<file path="config.mk">
export PLATFORM = sky130hd
export DESIGN_NAME = pcm_gain_and_peak_meter
export DESIGN_NICKNAME = d
export VERILOG_FILES = /design/src/hdl/pgpm_pkg.sv /design/src/hdl/pcm_gain_and_peak_meter.sv
export SDC_FILE = /design/constraint.sdc
export NUM_CORES = 2
export LEC_CHECK = 0
export BUFFER_PORTS_ARGS = -buffer_cell sky130_fd_sc_hd__clkbuf_2
export CORE_MARGIN = 8
export CORE_UTILIZATION = 65
export DETAILED_ROUTE_END_ITERATION = 6
export PLACE_DENSITY = 0.81
export SYNTH_ARGS = -nofsm -noshare
export SYNTH_HDL_FRONTEND = slang
export SYNTH_SLANG_ARGS = --single-unit
</file>
<file path="constraint.sdc">
create_clock -name clk -period 27.2 [get_ports clk]
set_clock_uncertainty 0.05 [all_clocks]
set_input_delay 0 -clock clk [delete_from_list [all_inputs] [get_ports clk]]
set_output_delay 0 -clock clk [all_outputs]
set_load 0.02 [all_outputs]
</file>
<file path="src/hdl/pgpm_pkg.sv">
`timescale 1ns / 1ps

package pgpm_pkg;

    localparam int SAMPLE_W = 32;
    localparam int GAIN_W   = 24;
    localparam int FUNC_W   = 2;
    localparam int CFG_IDX_W  = 3;
    localparam int CFG_DATA_W = 24;

    localparam int GAIN_FRAC_BITS_DEF = 16;

    // sample width codes
    localparam logic [1:0] WIDTH_8    = 2'd0;
    localparam logic [1:0] WIDTH_16   = 2'd1;
    localparam logic [1:0] WIDTH_32   = 2'd2;
    localparam logic [1:0] WIDTH_NONE = 2'd3;

    // item kinds
    localparam logic [FUNC_W-1:0] FUNC_READ   = 2'd0;
    localparam logic [FUNC_W-1:0] FUNC_WRITE  = 2'd1;
    localparam logic [FUNC_W-1:0] FUNC_REPORT = 2'd2;
    localparam logic [FUNC_W-1:0] FUNC_NONE   = 2'd3;

    // register indexes
    localparam logic [CFG_IDX_W-1:0] REG_WIDTH     = 3'd0;
    localparam logic [CFG_IDX_W-1:0] REG_SIGNED    = 3'd1;
    localparam logic [CFG_IDX_W-1:0] REG_LITTLE    = 3'd2;
    localparam logic [CFG_IDX_W-1:0] REG_GAIN      = 3'd3;
    localparam logic [CFG_IDX_W-1:0] REG_GAIN_EN   = 3'd4;
    localparam logic [CFG_IDX_W-1:0] REG_LEVEL_EN  = 3'd5;

    localparam logic [GAIN_W-1:0] GAIN_UNITY = 24'd65536;

    // sign and magnitude of a decoded sample
    typedef struct packed {
        logic                neg;
        logic [SAMPLE_W-1:0] mag;
    } mag_t;

    function automatic logic [SAMPLE_W-1:0] width_mask(input logic [1:0] code);
        logic [SAMPLE_W-1:0] m;
        case (code)
            WIDTH_8:  m = 32'h0000_00ff;
            WIDTH_16: m = 32'h0000_ffff;
            default:  m = 32'hffff_ffff;
        endcase
        return m;
    endfunction

    // memory order <-> numeric word; byte swap is its own inverse
    function automatic logic [SAMPLE_W-1:0] order_bytes(input logic [SAMPLE_W-1:0] w,
                                                        input logic [1:0] code,
                                                        input logic little);
        logic [SAMPLE_W-1:0] r;
        r = w & width_mask(code);
        if (!little)
        begin
            case (code)
                WIDTH_16: r = {16'h0000, w[7:0], w[15:8]};
                WIDTH_32: r = {w[7:0], w[15:8], w[23:16], w[31:24]};
                default:  r = w & width_mask(code);
            endcase
        end
        return r;
    endfunction

    function automatic logic top_bit(input logic [SAMPLE_W-1:0] w, input logic [1:0] code);
        logic b;
        case (code)
            WIDTH_8:  b = w[7];
            WIDTH_16: b = w[15];
            default:  b = w[31];
        endcase
        return b;
    endfunction

    // unsigned samples use the offset mapping 2*(u-M) above the base, 2*u below
    function automatic mag_t decode_word(input logic [SAMPLE_W-1:0] word,
                                         input logic [1:0] code,
                                         input logic sgn);
        mag_t                r;
        logic [SAMPLE_W-1:0] mask;
        logic [SAMPLE_W-1:0] w;
        logic [SAMPLE_W-1:0] d;
        logic                half;
        mask = width_mask(code);
        w    = word & mask;
        half = top_bit(w, code);
        d    = mask - w;
        if (sgn)
        begin
            r.neg = half;
            r.mag = half ? ((32'd0 - w) & mask) : w;
        end
        else if (half)
        begin
            r.neg = (d != 32'd0);
            r.mag = {d[SAMPLE_W-2:0], 1'b0};
        end
        else
        begin
            r.neg = 1'b0;
            r.mag = {w[SAMPLE_W-2:0], 1'b0};
        end
        return r;
    endfunction

    // val: low bits of the scaled magnitude, h_nz: magnitude/2 is nonzero
    function automatic logic [SAMPLE_W-1:0] encode_value(input logic neg,
                                                         input logic [SAMPLE_W:0] val,
                                                         input logic h_nz,
                                                         input logic [1:0] code,
                                                         input logic sgn);
        logic [SAMPLE_W-1:0] mask;
        logic [SAMPLE_W-1:0] h;
        logic [SAMPLE_W-1:0] r;
        mask = width_mask(code);
        h    = val[SAMPLE_W:1];
        if (sgn)
            r = neg ? (32'd0 - val[SAMPLE_W-1:0]) : val[SAMPLE_W-1:0];
        else
            r = (neg && h_nz) ? (mask - h) : h;
        return r & mask;
    endfunction

    function automatic logic [SAMPLE_W-1:0] peak_limit(input logic [1:0] code,
                                                       input logic sgn);
        logic [SAMPLE_W-1:0] m;
        m = width_mask(code);
        return sgn ? (m >> 1) : m;
    endfunction

endpackage

</file>
<file path="src/hdl/pcm_gain_and_peak_meter.sv">
// PCM gain stage with running peak meter.
// An accepted input request goes through the input register, then the result register, to its result;
// one request per cycle sustained while m_tready is held high; a single
// 32x24 gain multiplier sits between the two registers. A reserved func code gives no result.
// Reset (rst_n low, asynchronous): pipeline empty, peak cleared, registers to defaults.
`timescale 1ns / 1ps

module pcm_gain_and_peak_meter
    import pgpm_pkg::*;
#(
    parameter int GAIN_FRAC_BITS = GAIN_FRAC_BITS_DEF
)
(
    input  logic                  clk,
    input  logic                  rst_n,

    // input stream
    input  logic                  s_tvalid,
    output logic                  s_tready,
    input  logic [SAMPLE_W-1:0]   s_tdata,   // [31:0] sample_raw
    input  logic [FUNC_W-1:0]     s_tuser,   // [1:0] func

    // result stream
    output logic                  m_tvalid,
    input  logic                  m_tready,
    output logic [2*SAMPLE_W-1:0] m_tdata,   // [31:0] sample_out, [63:32] peak_level
    output logic                  m_tuser,   // [0] peak_report

    // configuration writes
    input  logic                  cfg_valid,
    output logic                  cfg_ready,
    input  logic [CFG_IDX_W-1:0]  cfg_index,
    input  logic [CFG_DATA_W-1:0] cfg_data
);

    localparam int PROD_W = SAMPLE_W + GAIN_W;

    // ---------------- configuration ----------------
    logic [1:0]        width_code_reg;
    logic              is_signed_reg;
    logic              little_reg;
    logic [GAIN_W-1:0] gain_reg;
    logic              gain_en_reg;
    logic              level_en_reg;

    // never busy; the user must write only while the pipeline is empty, the block does not enforce it
    assign cfg_ready = 1'b1;

    always_ff @(posedge clk or negedge rst_n)
    begin
        if (!rst_n)
        begin
            width_code_reg <= WIDTH_16;
            is_signed_reg  <= 1'b1;
            little_reg     <= 1'b1;
            gain_reg       <= GAIN_UNITY;
            gain_en_reg    <= 1'b1;
            level_en_reg   <= 1'b0;
        end
        else if (cfg_valid && cfg_ready)
        begin
            case (cfg_index)
                REG_WIDTH:    width_code_reg <= cfg_data[1:0];
                REG_SIGNED:   is_signed_reg  <= cfg_data[0];
                REG_LITTLE:   little_reg     <= cfg_data[0];
                REG_GAIN:     gain_reg       <= cfg_data[GAIN_W-1:0];
                REG_GAIN_EN:  gain_en_reg    <= cfg_data[0];
                REG_LEVEL_EN: level_en_reg   <= cfg_data[0];
                default:      ;   // writes beyond the map are dropped
            endcase
        end
    end

    // ---------------- pipeline control ----------------
    logic                in_valid_reg;
    logic [FUNC_W-1:0]   in_func_reg;
    logic [SAMPLE_W-1:0] in_raw_reg;

    logic                out_valid_reg;
    logic [SAMPLE_W-1:0] out_sample_reg;
    logic [SAMPLE_W-1:0] out_peak_reg;
    logic                out_report_reg;

    logic [SAMPLE_W-1:0] peak_reg;

    logic advance;   // result register can take the next value
    assign advance  = !out_valid_reg || m_tready;
    assign s_tready = !in_valid_reg || advance;

    always_ff @(posedge clk or negedge rst_n)
    begin
        if (!rst_n)
            in_valid_reg <= 1'b0;
        else if (s_tready)
            in_valid_reg <= s_tvalid;
    end

    always_ff @(posedge clk)
    begin
        if (s_tvalid && s_tready)
        begin
            in_func_reg <= s_tuser;
            in_raw_reg  <= s_tdata;
        end
    end

    // ---------------- datapath ----------------
    logic [SAMPLE_W-1:0] word_in;     // numeric word of the incoming sample
    mag_t                dec_in;
    logic [PROD_W-1:0]   prod;
    logic [PROD_W-1:0]   scaled;
    logic                h_nz;
    logic [SAMPLE_W-1:0] enc_word;    // numeric word after gain
    logic [SAMPLE_W-1:0] word_out;    // numeric word of the outgoing sample
    mag_t                dec_out;
    logic [SAMPLE_W-1:0] meas_mag;
    logic [SAMPLE_W-1:0] meas_clip;
    logic [SAMPLE_W-1:0] limit;
    logic                fmt_ok;
    logic                meas_hit;

    logic [SAMPLE_W-1:0] sample_next;
    logic [SAMPLE_W-1:0] peak_next;
    logic                out_valid_next;

    always_comb
    begin
        fmt_ok  = (width_code_reg != WIDTH_NONE);
        word_in = order_bytes(in_raw_reg, width_code_reg, little_reg);
        dec_in  = decode_word(word_in, width_code_reg, is_signed_reg);

        // magnitude times gain, truncated toward zero
        prod   = PROD_W'(dec_in.mag) * PROD_W'(gain_reg);
        scaled = prod >> GAIN_FRAC_BITS;
        h_nz   = |scaled[PROD_W-1:1];
        enc_word = encode_value(dec_in.neg, scaled[SAMPLE_W:0], h_nz,
                                width_code_reg, is_signed_reg);

        // with gain off the outgoing word equals the incoming one
        word_out = gain_en_reg ? enc_word : word_in;
        dec_out  = decode_word(word_out, width_code_reg, is_signed_reg);

        // peak is taken before gain on reads, after gain on writes
        meas_mag  = (in_func_reg == FUNC_WRITE) ? dec_out.mag : dec_in.mag;
        limit     = peak_limit(width_code_reg, is_signed_reg);
        meas_clip = (meas_mag > limit) ? limit : meas_mag;
        meas_hit  = level_en_reg && fmt_ok && (meas_clip > peak_reg);

        peak_next   = peak_reg;
        sample_next = in_raw_reg;
        case (in_func_reg)
            FUNC_READ, FUNC_WRITE:
            begin
                if (!fmt_ok)
                    sample_next = in_raw_reg;   // unsupported width: raw passthrough
                else if (gain_en_reg)
                    sample_next = order_bytes(enc_word, width_code_reg, little_reg);
                else
                    sample_next = in_raw_reg & width_mask(width_code_reg);
                if (meas_hit)
                    peak_next = meas_clip;
            end
            FUNC_REPORT:
            begin
                sample_next = '0;
                peak_next   = '0;
            end
            default:
            begin
                sample_next = in_raw_reg;
                peak_next   = peak_reg;
            end
        endcase

        out_valid_next = in_valid_reg && (in_func_reg != FUNC_NONE);
    end

    always_ff @(posedge clk or negedge rst_n)
    begin
        if (!rst_n)
        begin
            out_valid_reg <= 1'b0;
            peak_reg      <= '0;
        end
        else if (advance)
        begin
            out_valid_reg <= out_valid_next;
            if (in_valid_reg)
                peak_reg <= peak_next;
        end
    end

    always_ff @(posedge clk)
    begin
        if (advance && in_valid_reg)
        begin
            out_sample_reg <= sample_next;
            // a report shows the peak held before clearing
            out_peak_reg   <= (in_func_reg == FUNC_REPORT) ? peak_reg : peak_next;
            out_report_reg <= (in_func_reg == FUNC_REPORT);
        end
    end

    assign m_tvalid = out_valid_reg;
    assign m_tdata  = {out_peak_reg, out_sample_reg};
    assign m_tuser  = out_report_reg;

    // ---------------- assertions ----------------
    a_report_zero_sample: assert property (@(posedge clk) disable iff (!rst_n)
        (m_tvalid && m_tuser) |-> (m_tdata[SAMPLE_W-1:0] == '0))
        else $error("report result carries a nonzero sample");

    a_report_clears_peak: assert property (@(posedge clk) disable iff (!rst_n)
        (advance && in_valid_reg && (in_func_reg == FUNC_REPORT)) |=> (peak_reg == '0))
        else $error("peak not cleared after report");

    a_peak_monotonic: assert property (@(posedge clk) disable iff (!rst_n)
        (advance && in_valid_reg && (in_func_reg != FUNC_REPORT))
            |=> (peak_reg >= $past(peak_reg)))
        else $error("peak decreased without a report");

endmodule
</file>
After elaboration in Yosys (flattened, before gate mapping):

Index checks and enable logic that the tools add are counted.

* flip-flop bits (word level): 163
* bits of input ports: 66
* output and inout bits: 68
* word-level logic and storage cells: 106

* add/sub/neg operators: 6
* multipliers: 1
* magnitude comparators: 2
* equal/unequal tests: 11
* multiplexer cells: 38
* bitwise gates (word level): 10
* reduce and logical (&&, ||, !) cells: 24

Operators by type and width (count)
* 32-bit two-way mux: 29
* 32-bit bitwise AND: 10
* 32-bit case mux with 2 select lines: 5
* 1-bit by 32-bit subtractor with 32-bit output (first input constant): 3
* 32-bit subtractor: 3
* 33-bit two-way mux: 2
* 32-bit > comparator: 2
* 32-bit by 24-bit multiplier with 56-bit output: 1
* 39-bit OR reduction: 1
* 32-bit nonzero test: 1
* 2-bit AND reduction: 7
* 3-bit by 2-bit equality test with 1-bit output (second input constant): 2
* 3-bit equality test (second input constant): 2
* 1-bit logical AND: 6
* 2-bit by 1-bit equality test with 1-bit output (second input constant): 2
* 2-bit equality test (second input constant): 2
* 2-bit logical NOT: 2
* 2-bit inequality test (second input constant): 2
* 1-bit case mux with 2 select lines: 2
* 2-bit OR reduction: 2
* 3-bit by 1-bit equality test with 1-bit output (second input constant): 1
* 3-bit logical NOT: 1
* 1-bit logical NOT: 2
* 1-bit logical OR: 2

Depth between registers and ports, before layout:

* depth in word-level cells: 32
* mapped depth: 100
* gate-level depth less buffers: 91

Worst setup path before layout:

OpenSTA, ideal clock, no wires.

* kind: register to register
* start: register width_code_reg[0]
* end: register out_peak_reg[10] (data pin)
* setup time: 260 ps
* arrival time: 19887 ps
* required time: 26890 ps
* path slack: 7003 ps
* stages on the path, launching flop included: 87
* buffers on the path: 9
* clock period less this slack: 20197 ps
* cells stage by stage: dfstp_2 > inv_1 > ha_1 > nor2b_2 > mux2_2 > buf_2 > inv_1 > ha_1 > nand2_1 > nor2_1 > nand3_1 > nor2_1 > o211ai_1 > a21o_1 > a21oi_1 > a21oi_1 > xor2_1 > a211oi_1 > (+51 left out) > ha_1 > a21oi_1 > nor2b_1 > o21ai_0 > nand2b_1 > a21oi_1 > nor2b_1 > o21ai_0 > nand2b_1 > a21oi_1 > o21ai_0 > a21o_1 > a221o_1 > nand4b_1 > or2_2 > clkbuf_1 > clkbuf_1 > mux2_2

* word-level cells in the longest chain between the ends: 32
* elaborated cells on any way between the ends: 49
* those cells by class: 6 x add/sub; 1 x mul; 2 x order compare; 3 x eq/ne; 24 x mux; 7 x bitwise; 6 x reduce/logical

Ends and longest elaborated chain
* start: declaration: line pcm_gain_and_peak_meter.sv:39 `logic [1:0] width_code_reg;`
* start signal: assignment: line pcm_gain_and_peak_meter.sv:63 `REG_WIDTH: width_code_reg <= cfg_data[1:0];`
* parallel branches: the longest is 29 deep, another holds 1-bit by 32-bit subtractor with 32-bit output
* 32-bit two-way mux *: line pcm_gain_and_peak_meter.sv:160 `if (meas_hit)`
* 32-bit case mux with 2 select lines *: line pcm_gain_and_peak_meter.sv:151 `case (in_func_reg)`
* 32-bit two-way mux *: line pcm_gain_and_peak_meter.sv:199 `out_peak_reg <= (in_func_reg == FUNC_REPORT) ? peak_reg : peak_next;`
* end signal: assignment: line pcm_gain_and_peak_meter.sv:199
* end: declaration: line pcm_gain_and_peak_meter.sv:81 `logic [SAMPLE_W-1:0] out_peak_reg;`

Every way passes the cells marked *. The select of a mux whose other input is x is not followed.
A chain may end at the register's enable or synchronous reset.

Worst setup path after layout:

* start: register width_code_reg[0]
* end: register peak_reg[8]

* word-level cells in the longest chain between the ends: 31
* elaborated cells on any way between the ends: 48
* those cells by class: 6 x add/sub; 1 x mul; 2 x order compare; 3 x eq/ne; 23 x mux; 7 x bitwise; 6 x reduce/logical

Ends and longest elaborated chain
* parallel branches: the longest is 29 deep, another holds 1-bit by 32-bit subtractor with 32-bit output
* 32-bit two-way mux *: line pcm_gain_and_peak_meter.sv:160
* 32-bit case mux with 2 select lines *: line pcm_gain_and_peak_meter.sv:151
* end signal: assignment: line pcm_gain_and_peak_meter.sv:189 `peak_reg <= peak_next;`
* end: declaration: line pcm_gain_and_peak_meter.sv:84 `logic [SAMPLE_W-1:0] peak_reg;`

Marks and branches as above.

==> flow_summary.toml <==
[outcome]
status = "finished, violations left"
violations = "design-rule violations"

[route]
drcViolationCount = 7
drt_iter0_drc = 4454
ant_nets = 0
dr.pass1.iters = 7
viasPerCell = 6.535
vias = 39350
drt-total-wl_mm = 147.4
wl_per_cell_um = 24.48

[logic_synthesis]
synth.avg_cell_area_um2 = 8.357
yosysTopAreaCell = "fa_1"
synthCells = 5128
ys_warn_count = 0
synth-main-ff-cell = "edfxtp_1"
synth_area_leaders = "fa_1 31%, ha_1 7.8%, edfxtp_1 6.9%"
ys_seq_area_share_pct = 10.69
ys_ff_latch = 163
synth_cell_types = 117
netlist.area_leader.share_pct = 30.74
synth_edf_count = 99
syn_area_um2 = 42850
synth.net_count = 6119
async_flop_share_pct = 39.26

[timing]
worst_pin_slew_ns = 1.344
fin_crit_ns = 24.34
rsz0062_at_grt = "no"
hold_viol = 0
slew-limit-headroom_pct = 9.658
clock.fmax_mhz = 41.09
period_share_pct = 89.48
drv_slew = 0
setup_tns_ns = 0
setup_viol = 0

[final_layout]
final_layout_size_suffix_gt1_share_pct = 8.867
nNetsFinal = 6132
final_cell_mix = "767 x inv_1, 658 x fa_1, 625 x nand2_1"
area_growth_pct = 6.759
mostFrequentLayoutCell = "inv_1"
fill_cells = 5077

[clocking]
post_cts_buffers = 0
cts_tree = "yes"
cts_max_level = 4
clock-sinks = 163
clk_latency_ns = 0.52
cts_buffer_depth = 2
clk_pin_slew_worst_paths_ns = 0.11
cts-root-buf = "clkbuf_16"
cts_inserted_buffers = 17

[critical_path]
end_kind = "flip-flop"
required_ns = 27.57
cp_slowest_stage_delay_ns = 0.87
critPathKind = "flip-flop to flip-flop"
reg2reg_from = "width_code_reg[0]"
critPathTopFamily = "compound AO/OA/AOI/OAI gates"
cp_common_cell = "a21oi_1"
cp_max_fo = 51
cp-startpoint = "width_code_reg[0]"
arrival_ns = 24.71
startpoint_type = "flip-flop"
crit_buf_inv = 9
cp_slowest_cell = "nand2_1"

[min_path]
hold_path.class = "primary input to flip-flop"
hp-start = "s_tdata[13]"

[global_route]
grt.overflow.total = 0
grt_start_max_net_pins = 69
antenna_found_initial = 5
grt_first_pass_wirelength_mm = 229.3
grt_pass1_vias = 40090
track_usage_pct = 39.57

[placement]
io_buffers = 132
gp_congestion = 1.058
place_hpwl_mm = 113.4

[die]
die_w_um = 272.8
initial_core_util_pct = 65.42
rows = 94
dieHeight_um = 272.8
dieArea_um2 = 74400
core_area_um2 = 65510
io_pins = 134

[job]
maxCapViolCount = 0
-- routing by layer --
| metal | GRT usage (%) | wire length [um] |
|---|---|---|
| met3 | 9.536 | 16330 |
| met4 | 21.16 | 8909 |
| met1 | 50.64 | 55630 |
| met2 | 62.01 | 66530 |
| met5 | 0 | 19 |
-- synth_stat cells (all sizes together), types with 23 or more instances --
cell type	instances
a211oi	50
a21o	57
a21oi	247
a22o	34
a22oi	41
a31oi	40
and2	407
and3	56
buf	49
clkbuf	270
dfrtp	59
edfxtp	99
fa	658
ha	267
inv	769
mux2	71
mux2i	27
nand2	625
nand2b	32
nand3	81
nand4	60
nor2	241
nor2b	24
nor3	90
nor4	23
o211ai	37
o21a	33
o21ai	208
o31ai	25
xnor2	112
xor2	23
-- timing repair --
item / in CTS / in global routing
endpoints found under the setup margin: 0 / 0
hold endpoints to repair: 125 / 0
hold buffers: 73 / 0
resized for setup: 0 / 0
-- path summary, 6_finish.rpt --
check	end	slack [ns]	depth (start not counted)
min in group asynchronous	peak_reg[20]	0.17	2
max reg2reg	peak_reg[8]	2.86	84
min reg2reg	peak_reg[1]	0.46	1
min	in_raw_reg[13]	0.16	2
max	peak_reg[8]	2.86	84
max in group asynchronous	gain_reg[17]	26.16	2
-- per-stage QoR --
| stage | area [um^2] | hold slack, ns | setup slack [ns] | instances | util [%] |
|---|---|---|---|---|---|
| 5_1_grt | 45750 | 0.1545 | 1.301 | 6019 | 69.83 |
| 6_report | 45750 | 0.1558 | 2.861 | 6021 | 69.84 |
| 3_3_place_gp | 44410 | 0.1267 | 3.761 | 5913 | 67.80 |
| 3_5_place_dp | 44410 | 0.1286 | 3.442 | 5913 | 67.80 |
| 2_1_floorplan | 42850 | -0.3456 | 7.003 | 5128 | - |
| 4_1_cts | 45740 | 0.1359 | 3.340 | 6018 | 69.83 |
-- final cells by class --
class | count | area (um^2) | area share (%)
Multi-Input combinational cell | 3877 | 34390 | 75.16
Sequential cell | 163 | 4584 | 10.02
Inverter | 769 | 2887 | 6.309
Timing Repair Buffer | 313 | 2205 | 4.819
Tap cell | 864 | 1081 | 2.363
Clock buffer | 18 | 439.2 | 0.9599
Clock inverter | 14 | 160.2 | 0.3501
Antenna cell | 3 | 7.507 | 0.01641
-- cell families (layout without fill, tap and decap cells) --
group,after synthesis,in the layout,share of synthesized area (%)
DFF,163,163,10.69
AOI/OAI and AO/OA,979,979,15.47
other,1,4,0.008750
muxes,98,98,2.505
buffers and inverters,1088,1114,9.667
xor gates and xnor gates,135,135,2.759
and+or+nand+nor,1739,1739,20.37
adders and majority gates,925,925,38.53
Power is left out: the tool's default activity adds up to more than one toggle a clock period on the data nets, which glitch-free logic cannot reach.
